$ cat src/nms_ram.sv
`default_nettype none
module nms_ram #(
  parameter int DEPTH = 64,
  parameter int WIDTH = 32
) (
  input  wire logic                     clk,
  input  wire logic                     we,
  input  wire logic [$clog2(DEPTH)-1:0] waddr,
  input  wire logic [WIDTH-1:0]         wdata,
  input  wire logic [$clog2(DEPTH)-1:0] raddr,
  output logic      [WIDTH-1:0]         rdata
);

  logic [WIDTH-1:0] mem [DEPTH];

  always_ff @(posedge clk) begin
    if (we) begin
      mem[waddr] <= wdata;
    end
    rdata <= mem[raddr];
  end

endmodule
`default_nettype wire

$ cat config.mk
export PLATFORM = sky130hd
export DESIGN_NAME = nms_ram
export DESIGN_NICKNAME = d
export VERILOG_FILES = /design/src/nms_ram.sv
export SDC_FILE = /design/constraint.sdc
export NUM_CORES = 2
export LEC_CHECK = 0
export BUFFER_PORTS_ARGS = -buffer_cell sky130_fd_sc_hd__buf_4
export CORE_UTILIZATION = 55
export CTS_CLUSTER_DIAMETER = 80
export DETAILED_ROUTE_END_ITERATION = 10
export PLACE_DENSITY = 0.76
export RECOVER_POWER = 25
export SLEW_MARGIN = 5
export SYNTH_ARGS = -nofsm -noshare
export SYNTH_HDL_FRONTEND = slang
export SYNTH_SLANG_ARGS = --single-unit
export TNS_END_PERCENT = 100
$ cat constraint.sdc
create_clock -name clk -period 5.2 [get_ports clk]
set_clock_uncertainty 0.2 [all_clocks]
set_input_delay 0.78 -clock clk [delete_from_list [all_inputs] [get_ports clk]]
set_output_delay 0.78 -clock clk [all_outputs]
set_load 0.02 [all_outputs]
==> results.yml <==
grt:
  overflow: 0
  first_global_vias: 38027
  grt_usage_pct: 28.0
  antenna_found_initial: 10
  grt_max_degree: 74
  grt_first_pass_wirelength_mm: 285
power_and_ir_drop:
  peakVddDrop_mv: 0.356
  powerDensity_mw_per_mm2: 387
  combPwrFrac_pct: 5.1
  p_leak_nw: 27.4
  power.switching_mw: 7.28
  p_sw_share_pct: 21.3
  p_clk_share_pct: 40.3
  seq_power_share_pct: 54.6
  p_int_mw: 26.9
synth:
  netlist_area_mm2: 0.0785
  syn_avg_cell_area_um2: 23.6
  synth_top_area_share_pct: 78.3
  synth.top_cells.by_area: "edfxtp_1 78%, mux4_2 16%, mux2i_1 1.2%"
  synth-seq-cells: 2080
  synth_cells: 3324
  synth_top_cell_by_area: "edfxtp_1"
  synthArstFlopShare_pct: 0
  synth_cell_types: 34
  yosys_warnings: 0
  synth_flop_cell: "edfxtp_1"
  synth_edf_count: 2048
  synth_nets: 3370
  ys_seq_area_share_pct: 79.1
timing:
  setup_viol: 0
  hold_viol_final: 0
  finalMaxSlewViolations: 1496
  worst_slew_pin_slew_ps: 3170
  timing.final.crit_share_pct: 67.3
  slew_headroom_pct: -112
  rsz0062_at_grt: "false"
  timing.fmax_mhz: 286
  hold_ws_ps: 354
  layout_min_cycle_time_ps: 3500
  finalSetupTns_ps: 0
finish:
  drive_gt1_share_pct: 28.7
  fill_cells: 9120
  multiInputGateArea_mm2: 0.0160
  fin_nets: 3599
  ff_latch_area_mm2: 0.0621
  area_delta_synth_final_pct: 12.6
cts:
  clk_pin_slew_ps: 60
  h-tree-depth: 4
  cts-root-buf: "clkbuf_16"
  cts_buffer_depth: 3
  cts_buffers: 195
  clock-sinks: 2080
  cts_tree: "yes"
  postCtsSetupBuffers: 0
  clock_latency_ps: 840
  cts_resized: 0
  hold_buffers: 0
setup_path:
  start_kind: "input pin"
  cp.required_ps: 5610
  critPathKind: "in -> reg"
  reg2reg_depth: 5
  cp.arrival_ps: 3910
  critical_path.max_fanout: 37
  endpoint_kind: "flop"
status:
  status: "finished, violations left"
  violations: "capacitance limit, slew limit"
detailed_routing:
  drt_iter0_drc: 5931
  routed_wl_mm: 200
  avgViaCountPerCell: 6.79
  wl_per_cell_um: 35.7
  drt_pass1_iterations: 5
  drc: 0
  drtAntennaViolNets: 0
  vias: 38123
job:
  cap_violations: 23
die:
  coreArea_mm2: 0.142
  fp.dieH_um: 380
  die_x_um: 380
  io_pins: 78
  initial_utilization_pct: 55.5
  design.die.area_mm2: 0.144
  num_rows: 138
place:
  place.port_buffers: 77
  dp_hpwl_mm: 111
  gp_congestion: 0.818
worst_hold_path:
  min_path_type: "in -> reg"
  whs_path_depth: 1
-- critical path: stages --
cell	delay [ps]
buf_8	300
buf_4	580
buf_4	350
mux4_2	330
mux2i_1	150
nor2_1	80
o32ai_1	900
nor3_1	280
-- area by class of cell --
cell class,count,area share [%]
Antenna cell,7,0.0198
Clock buffer,261,5.94
Clock inverter,101,0.979
Multi-Input combinational cell,1062,18.1
Sequential cell,2080,70.3
Tap cell,1890,2.67
Timing Repair Buffer,214,2.05
-- state kept, by name, indices dropped and copies added (netlist names) --
| signal | count |
|---|---|
| mem | 2048 |
| rdata | 32 |
-- cell usage after synthesis, types with 8 or more instances --
master	number
edfxtp_1	2048
mux4_2	544
nor2_1	137
mux2i_1	93
o22ai_1	84
clkbuf_1	74
a21oi_1	62
buf_2	57
dfxtp_1	32
o221ai_1	27
nand2_1	26
buf_4	25
buf_1	21
nor2b_1	15
a22oi_1	12
a311oi_1	8
nand2b_1	8
-- layout by cell type, fill, tap and decap left out, types with 26 or more instances in the layout --
| cell type | count |
|---|---|
| edfxtp_1 | 2048 |
| mux4_2 | 544 |
| clkbuf_16 | 200 |
| buf_4 | 166 |
| mux2i_1 | 93 |
| o22ai_1 | 84 |
| clkbuf_1 | 82 |
| nor2_1 | 75 |
| a21oi_1 | 62 |
| nor2_4 | 62 |
| clkinv_1 | 40 |
| dfxtp_1 | 32 |
| clkinv_2 | 31 |
| o221ai_1 | 27 |
| nand2_1 | 26 |
-- path summary, 6_finish.rpt --
kind / end / start / slack (ps)
worst max-delay path: rdata[17] / raddr[2] / 1700
worst min register to register: rdata[8] / mem[12][8] / 580
worst max register to register: rdata[17] / mem[39][17] / 2530
worst min-delay path: mem[49][17] / wdata[17] / 350
-- per-stage QoR --
step | utilization, % | std cells | power [mW] | setup slack (ps) | area (µm²)
after floorplan | - | 3324 | 19.9 | 1060 | 78500
after global placement | 58.2 | 5246 | 20.7 | 969 | 82400
after detailed placement | 58.2 | 5246 | 20.7 | 898 | 82400
after CTS | 62.5 | 5608 | 34.3 | 1740 | 88500
after global routing | 62.4 | 5611 | 35.0 | 1820 | 88400
final | 62.4 | 5615 | 34.2 | 1700 | 88400
-- cell families after synthesis --
| kind of cell | after synthesis | synth area share [%] |
|---|---|---|
| buffers and inverters | 182 | 1.13 |
| AO/OA/AOI/OAI | 202 | 1.67 |
| AND/OR/NAND/NOR | 223 | 1.27 |
| flip-flops | 2080 | 79.1 |
| multiplexers | 637 | 16.8 |
-- power groups by stage --
| stage | sequential [mW] | combinational (mW) | clock (mW) |
|---|---|---|---|
| after floorplan | 19.0 | 0.903 | 0 |
| after global placement | 19.0 | 1.70 | 0 |
| after detailed placement | 19.0 | 1.73 | 0 |
| after CTS | 18.7 | 1.75 | 13.9 |
| after global routing | 18.7 | 1.82 | 14.5 |
| final | 18.7 | 1.75 | 13.8 |
-- metal layers --
metal / vias up / global-route usage, % / part of all wire, %
li1: 14738 / - / -
met4: 2 / 9.42 / 3.4
met5: - / 0 / 0.0090
met3: 369 / 5.90 / 12
met2: 2855 / 43.7 / 48
met1: 20159 / 40.0 / 36
Note: power is estimated with default switching activity, not from simulation.
