--- src/nms_pkg.sv ---
`default_nettype none
package nms_pkg;

  localparam int MAX_ELEMENTS = 64;
  localparam int DATA_W = 32;
  localparam int ADDR_W = $clog2(MAX_ELEMENTS);
  localparam int CNT_W = $clog2(MAX_ELEMENTS + 1);

  typedef logic [ADDR_W-1:0] addr_t;
  typedef logic [CNT_W-1:0] cnt_t;
  typedef logic signed [DATA_W-1:0] data_t;

  localparam cnt_t MAX_CNT = cnt_t'(MAX_ELEMENTS);

  // Write and read request for one single-port-read memory.
  typedef struct packed {
    logic  we;
    addr_t waddr;
    data_t wdata;
    addr_t raddr;
  } mem_req_t;

  typedef struct packed {
    logic start;
    cnt_t n;
  } eng_cmd_t;

endpackage
`default_nettype wire

--- src/nms_engine.sv ---
`default_nettype none
module nms_engine (
  input  wire logic              clk,
  input  wire logic              rst,
  input  wire nms_pkg::eng_cmd_t cmd,
  output logic                   done,
  output nms_pkg::mem_req_t      main_req,
  input  wire nms_pkg::data_t    main_rdata,
  output nms_pkg::mem_req_t      side_req,
  input  wire nms_pkg::data_t    side_rdata
);

  typedef enum logic [2:0] {
    E_IDLE, E_SPA, E_SPB, E_MSTART, E_MHG, E_MHH, E_MSEL, E_MFETCH
  } state_t;

  state_t state;
  nms_pkg::cnt_t n, k, kd, gn, hn, out, gp, hp;
  nms_pkg::data_t prev, g_head, h_head;
  logic dv, to_first, split, g_ok, h_ok, sel_g;

  nms_pkg::cnt_t hend, gp_inc, hp_inc;
  logic brk, tf, take_g, split_wr;

  always_comb begin
    hend = nms_pkg::cnt_t'(gn + hn);
    gp_inc = nms_pkg::cnt_t'(gp + 1'b1);
    hp_inc = nms_pkg::cnt_t'(hp + 1'b1);
    // A descending step starts a new run, which goes to the other region.
    brk = dv && (kd != '0) && (main_rdata < prev);
    tf = brk ? !to_first : to_first;
    split_wr = dv && (((state == E_SPA) && tf) || ((state == E_SPB) && !tf));
    // Ties go to the first region.
    take_g = g_ok && (!h_ok || !(h_head < g_head));

    main_req.raddr = k[nms_pkg::ADDR_W-1:0];
    main_req.we = (state == E_MSEL) && (g_ok || h_ok);
    main_req.waddr = out[nms_pkg::ADDR_W-1:0];
    main_req.wdata = take_g ? g_head : h_head;

    side_req.we = split_wr;
    side_req.waddr = (state == E_SPA) ? gn[nms_pkg::ADDR_W-1:0] : hend[nms_pkg::ADDR_W-1:0];
    side_req.wdata = main_rdata;
    case (state)
      E_MSTART: side_req.raddr = gp[nms_pkg::ADDR_W-1:0];
      E_MHG:    side_req.raddr = hp[nms_pkg::ADDR_W-1:0];
      E_MSEL:   side_req.raddr = take_g ? gp_inc[nms_pkg::ADDR_W-1:0]
                                        : hp_inc[nms_pkg::ADDR_W-1:0];
      default:  side_req.raddr = gp[nms_pkg::ADDR_W-1:0];
    endcase
  end

  always_ff @(posedge clk) begin
    if (rst) begin
      state <= E_IDLE;
      done <= 1'b0;
    end else begin
      case (state)
        E_IDLE: begin
          done <= 1'b0;
          if (cmd.start) begin
            n <= cmd.n;
            k <= '0;
            dv <= 1'b0;
            to_first <= 1'b1;
            split <= 1'b0;
            gn <= '0;
            state <= E_SPA;
          end
        end
        E_SPA, E_SPB: begin
          if (k < n) begin
            k <= nms_pkg::cnt_t'(k + 1'b1);
            kd <= k;
            dv <= 1'b1;
          end else begin
            dv <= 1'b0;
          end
          if (dv) begin
            to_first <= tf;
            prev <= main_rdata;
            if (brk) begin
              split <= 1'b1;
            end
            if (split_wr && (state == E_SPA)) begin
              gn <= nms_pkg::cnt_t'(gn + 1'b1);
            end
            if (split_wr && (state == E_SPB)) begin
              hn <= nms_pkg::cnt_t'(hn + 1'b1);
            end
          end
          if ((k == n) && !dv) begin
            if (state == E_SPA) begin
              if (!split) begin
                done <= 1'b1;
                state <= E_IDLE;
              end else begin
                k <= '0;
                to_first <= 1'b1;
                hn <= '0;
                state <= E_SPB;
              end
            end else begin
              out <= '0;
              gp <= '0;
              hp <= gn;
              state <= E_MSTART;
            end
          end
        end
        E_MSTART: begin
          if (out == n) begin
            k <= '0;
            dv <= 1'b0;
            to_first <= 1'b1;
            split <= 1'b0;
            gn <= '0;
            state <= E_SPA;
          end else begin
            g_ok <= (gp < gn);
            h_ok <= (hp < hend);
            state <= E_MHG;
          end
        end
        E_MHG: begin
          g_head <= side_rdata;
          state <= E_MHH;
        end
        E_MHH: begin
          h_head <= side_rdata;
          state <= E_MSEL;
        end
        E_MSEL: begin
          if (!g_ok && !h_ok) begin
            state <= E_MSTART;
          end else begin
            out <= nms_pkg::cnt_t'(out + 1'b1);
            sel_g <= take_g;
            if (take_g) begin
              gp <= gp_inc;
              prev <= g_head;
            end else begin
              hp <= hp_inc;
              prev <= h_head;
            end
            state <= E_MFETCH;
          end
        end
        E_MFETCH: begin
          if (sel_g) begin
            g_head <= side_rdata;
            g_ok <= (gp < gn) && !(side_rdata < prev);
          end else begin
            h_head <= side_rdata;
            h_ok <= (hp < hend) && !(side_rdata < prev);
          end
          state <= E_MSEL;
        end
        default: begin
          state <= E_IDLE;
        end
      endcase
    end
  end

endmodule
`default_nettype wire

--- config.mk ---
export PLATFORM = sky130hd
export DESIGN_NAME = nms_engine
export DESIGN_NICKNAME = d
export VERILOG_FILES = /design/src/nms_pkg.sv /design/src/nms_engine.sv
export SDC_FILE = /design/constraint.sdc
export NUM_CORES = 1
export LEC_CHECK = 0
export ABC_CLOCK_PERIOD_IN_PS = 8500
export BUFFER_PORTS_ARGS = -buffer_cell sky130_fd_sc_hd__buf_2
export CORE_AREA = 2 2 136 138
export DETAILED_ROUTE_END_ITERATION = 16
export DIE_AREA = 0 0 138 140
export GPL_ROUTABILITY_DRIVEN = 0
export PLACE_DENSITY_LB_ADDON = 0.08
export REMOVE_ABC_BUFFERS = 1
export SETUP_SLACK_MARGIN = 0.1
export SYNTH_ARGS = -nofsm -noshare
export SYNTH_HDL_FRONTEND = slang
export SYNTH_SLANG_ARGS = --single-unit
--- constraint.sdc ---
create_clock -name clk -period 8.5 [get_ports clk]
set_input_delay 0.85 -clock clk [delete_from_list [all_inputs] [get_ports clk]]
set_output_delay 0.85 -clock clk [all_outputs]
set_load 0.01 [all_outputs]
==> results of run 1 <==
## sequential cells by signal, summed over array words and instances (netlist names), 3 cells and up
register / cells
g_head: 32
gn: 7
gp: 7
h_head: 32
hn: 7
hp: 7
k: 7
kd: 7
n: 7
out: 7
prev: 32
state: 3
## area by class of cell
class | instances | area, µm²
tap | 229 | 286.5
inverter | 90 | 337.8
clock buffer | 18 | 429.2
clock inverter | 14 | 128.9
multi-input combinational | 682 | 5135
timing repair buffer | 172 | 878.3
fill | 1435 | 5759
sequential | 162 | 4825
## power by group through the flow
stage          Sequential, W  Clock [W]  Combinational, W
2_1_floorplan       0.000920          0          0.000109
3_3_place_gp        0.000924          0          0.000183
3_5_place_dp        0.000924          0          0.000187
4_1_cts             0.000907   0.000745          0.000188
5_1_grt             0.000908   0.000784          0.000211
6_report            0.000907   0.000735          0.000188
## critical path, stage by stage (launching register included)
cell	delay [ps]
edfxtp_1	400
ha_1	310
and3_1	200
a221o_1	320
a31oi_1	330
o2111ai_1	250
o211ai_4	700
buf_4	540
inv_2	100
a221o_1	360
buf_2	150
## through the flow
stage / area, µm² / setup WS (ps) / hold slack, ps / util (%) / cells
global route: 12020 / 3302 / 561.0 / 67.61 / 1367
CTS: 12020 / 3551 / 538.3 / 67.58 / 1366
detailed placement: 11460 / 3976 / 522.7 / 64.44 / 1334
global placement: 11460 / 4104 / 527.8 / 64.44 / 1334
finish: 12020 / 3586 / 544.9 / 67.61 / 1367
floorplan: 10260 / 3988 / 470.6 / - / 934
## worst paths after layout
kind	cells past startpoint	slack [ps]	endpoint
setup / recovery	10	3590	side_req[4]
hold / removal	0	540	kd[6]
setup reg to reg	9	4410	gp[1]
hold reg to reg	0	540	kd[6]
## per-layer routing
metal	track usage, %	share of wire, %	up-vias
li1	-	-	3902
met4	4.404	0.67	0
met5	0	0	-
met1	36.77	48	3747
met3	4.410	5.4	14
met2	40.33	46	234
## cell usage in the layout (no fill, tap or decap), drive strengths merged, types with 8 or more instances in the layout
master  netlist  layout
a21o         22      22
a21oi        58      58
and3         15      15
buf          56     172
clkbuf       19      18
edfxtp      158     158
ha          124     124
inv          90      94
mux2         36      36
mux2i         8       8
nand2        77      77
nand2b       15      15
nand3        24      24
nand4        13      13
nor2         56      56
nor2b         8       8
nor3         14      14
o21a         11      11
o21ai        68      68
or3           8       8
xnor2        20      20
xor2         14      14
## logic make-up (layout without fill, tap and decap cells)
kind of cell             Yosys count  after routing
AO/OA/AOI/OAI                    215            215
adder cells (fa/ha/maj)          125            125
flip-flops                       162            162
AND/OR/NAND/NOR                  264            264
multiplexers                      44             44
XOR/XNOR                          34             34
buffers and inverters            165            294
==> results.toml, run 1 <==
[status]
outcome = "finished clean"

[synthesis]
synth-seq-area-share_pct = 44.98
yosysWarningCount = 0
ys_types = 73
yosys.area.top_type_share_pct = 44.24
syn_area_um2 = 10730
synth_top_family_by_area = "adder cells"
ys_async_sr_fraction_pct = 0
yosys.area_share.simple_pct = 12.61
synth_compound_area_share_pct = 12.94
synth-seq-cells = 162
synth.avg_cell_area_um2 = 10.63
synth_most_common_cell = "edfxtp_1"
ys_top_cells_by_area = "edfxtp_1, ha_1, mux2_2, buf_4, inv_1"
synthMuxAreaShare_pct = 4.561
netlist_instances = 1009
synth_area_leader_cell = "edfxtp_1"
synthFlopType = "edfxtp_1"
synth_top_cells_by_count = "edfxtp_1, ha_1, inv_1"
synth_fa_ha_area_share_pct = 14.65
synthXorXnorAreaFrac_pct = 2.776
synth_edf_count = 158

[detailed_routing]
avgViaCountPerCell = 5.777
vias = 7897
dr.pass1.iters = 5
routedWlPerCell_um = 17.61
drtIter0Drc = 545
final_antenna_net_count = 0
totalWireLength_um = 24070
drc = 0

[critical_path]
path_class = "reg2out"
end_kind = "primary output"
critPathMaxFanout = 43
startpoint = "h_head[28]"
cp.required_ps = 7650
cp.arrival_ps = 4060
r2r-start = "h_head[10]"
start_kind = "register"

[global_route]
antenna_found_initial = 0
grt_overflow = 0
grt_pass1_vias = 7628
grt_pass1_wl_um = 38850
grt_usage_pct = 25.19
grt_max_degree = 61

[power]
peakVddDrop_v = 0.0001712
p_int_w = 0.001381
p_per_area_nw_per_um2 = 152.2
p_sw_share_pct = 24.53
totalPowerFinal_w = 0.001830
clkPwrFrac_pct = 40.2
p_leak_nw = 5.143
pwr-share-seq_pct = 49.6
p_comb_share_pct = 10.3
switchingPower_w = 0.0004489

[floorplan]
ioPinCount = 165
die_y_um = 140
die_w_um = 138
initial_core_util_pct = 60.32
dieArea_um2 = 19320
core_um2 = 17780
row_count = 49

[sta]
rsz0062_at_grt = "false"
drv_slew = 0
setup_viol = 0
max_freq_mhz = 203.5
worst_pin_slew_ps = 1181
finClkSkew_ps = 11.27
maxSlewHeadroom_pct = 20.79
final_hold_viol_count = 0
period_needed_ps = 4914
final.setup.tns_ps = 0
post-route-period-util_pct = 57.81

[placement]
numPortBuffers = 164
hpwl_um = 17960

[final_layout]
area_delta_synth_final_pct = 12.07
diodes = 0
drive_above_1_share_pct = 22.67
fin_nets = 1324

[cts]
cts_tree = "built"
clk_latency_ps = 430
clk_pin_slew_ps = 70
cts_setup_buffers = 0
cts_root_buf = "clkbuf_16"
cts_buffers = 17
htreeDepth = 4
cts_resized = 0
postCtsHoldBufs = 0
clockBufferDepth = 2
cts.sinks = 162

[run]
cap_violations = 0

[min_path]
hold_path.class = "reg2reg"
hp-start = "k[6]"
(Power assumes the default switching activity.)
==> inputs of run 2 (changes only) <==
Settings changed: ABC_CLOCK_PERIOD_IN_PS 8500 to 4970, CORE_AREA 2 2 136 138 to 2 2 139 141, DIE_AREA 0 0 138 140 to 0 0 141 143.
Clock period 8.5 ns to 4.97 ns, I/O delays scaled along.
==> results.toml, run 2 (synthesis gave the netlist of run 1 again) <==
[status]
outcome = "finished clean"

[floorplan]
row_count = 50
ioPinCount = 165
core_um2 = 18580
dieArea_um2 = 20160
die_w_um = 141
initial_core_util_pct = 57.72
die_y_um = 143

[detailed_routing]
vias = 7855
drtIter0Drc = 553
avgViaCountPerCell = 5.704
totalWireLength_um = 24300
routedWlPerCell_um = 17.65
final_antenna_net_count = 0
drc = 0
dr.pass1.iters = 5

[sta]
drv_slew = 0
finClkSkew_ps = 11.42
post-route-period-util_pct = 82.60
final.setup.tns_ps = 0
setup_viol = 0
period_needed_ps = 4105
final_hold_viol_count = 0
rsz0062_at_grt = "false"
max_freq_mhz = 243.6
maxSlewHeadroom_pct = 25.85
worst_pin_slew_ps = 1110

[critical_path]
start_kind = "register"
path_class = "reg2out"
cp.required_ps = 4470
worstRegToRegCells = 9
critPathMaxFanout = 16
end_kind = "primary output"
cp.arrival_ps = 3610

[power]
p_per_area_nw_per_um2 = 265.6
p_sw_share_pct = 23.10
totalPowerFinal_w = 0.003219
p_comb_share_pct = 10.0
p_int_w = 0.002475
switchingPower_w = 0.0007437
clkPwrFrac_pct = 41.8
pwr-share-seq_pct = 48.2
peakVddDrop_v = 0.0002416
p_leak_nw = 5.192

[cts]
cts.sinks = 162
htreeDepth = 4
cts_buffers = 17
clk_latency_ps = 430
clk_pin_slew_ps = 60
cts_tree = "built"
cts_setup_buffers = 0
postCtsHoldBufs = 0
clockBufferDepth = 2
cts_resized = 0
cts_root_buf = "clkbuf_16"

[run]
cap_violations = 0

[global_route]
grt_pass1_wl_um = 39180
grt_max_degree = 33
grt_pass1_vias = 7597
antenna_found_initial = 1
grt_overflow = 0
grt_usage_pct = 25.04

[final_layout]
fillers = 1472
drive_above_1_share_pct = 22.77
fin_nets = 1328
multi_input_area_um2 = 5135
final_common_cell = "buf_2"
top_regs = "g_head: 32 flops, h_head: 32 flops, prev: 32 flops"
layout_common_cells = "buf_2, edfxtp_1, ha_1"
area_delta_synth_final_pct = 12.98
utilization_pct = 65.22
final-seq-area_um2 = 4825

[placement]
numPortBuffers = 164
hpwl_um = 18270

[min_path]
whs_path_depth = 1
hold_path.class = "in2reg"
## run 2: changes by cell type in the layout (fill, tap and decap cells not counted)
cell	delta
buf_4	+4
bufinv_16	+2
clkbuf_1	+2
clkinvlp_4	-2
inv_6	-2
buf_12	+1
buf_2	-1
clkbuf_8	+1
clkinv_2	-1
diode_2	+1
## run 2: stage by stage
stage	area, µm²	setup slack, ps	instances	hold slack [ps]
final	12120	864.6	1377	239.1
after global routing	12120	667.4	1377	234.2
after CTS	12120	861.4	1376	228.1
after detailed placement	11510	1374	1344	495.5
after global placement	11510	1405	1344	499.4
after floorplan	10260	811.0	934	470.6
## run 2: layout make-up
class / instances / area share, %
multi-input combinational: 682 / 42.37
sequential: 162 / 39.81
timing repair buffer: 176 / 7.620
clock buffer: 21 / 3.717
inverter: 90 / 2.788
tap: 234 / 2.416
clock inverter: 11 / 1.249
antenna: 1 / 0.02065
## run 2: worst max-delay path, stage by stage (launching register included)
cell	delay, ps
edfxtp_1	400
ha_1	300
a21o_1	180
a221o_1	330
a31oi_1	350
o2111ai_1	260
o211ai_4	580
buf_4	320
nand2_1	70
o21ai_1	170
buf_2	200
## run 2: power by group through the flow
| stage | sequential (W) | clock [W] | combinational, W |
|---|---|---|---|
| CTS | 0.00155 | 0.00136 | 0.000324 |
| finish | 0.00155 | 0.00134 | 0.000323 |
| global route | 0.00155 | 0.00142 | 0.000365 |
| floorplan | 0.00157 | 0 | 0.000187 |
| detailed placement | 0.00158 | 0 | 0.000320 |
| global placement | 0.00158 | 0 | 0.000315 |
## run 2: metal layers
layer  routed length [µm]  global-route usage [%]
met2                10720                   38.87
met5                    0                       0
met1                11550                   35.56
met3                 1489                   4.628
met4                  538                   8.632
## run 2: final timing paths
check / startpoint / to / slack (ps)
setup reg to reg: h_head[27] / prev[0] / 1450
setup / recovery: h_head[27] / main_req[37] / 860
hold reg to reg: k[6] / kd[6] / 520
hold / removal: cmd[0] / n[0] / 240
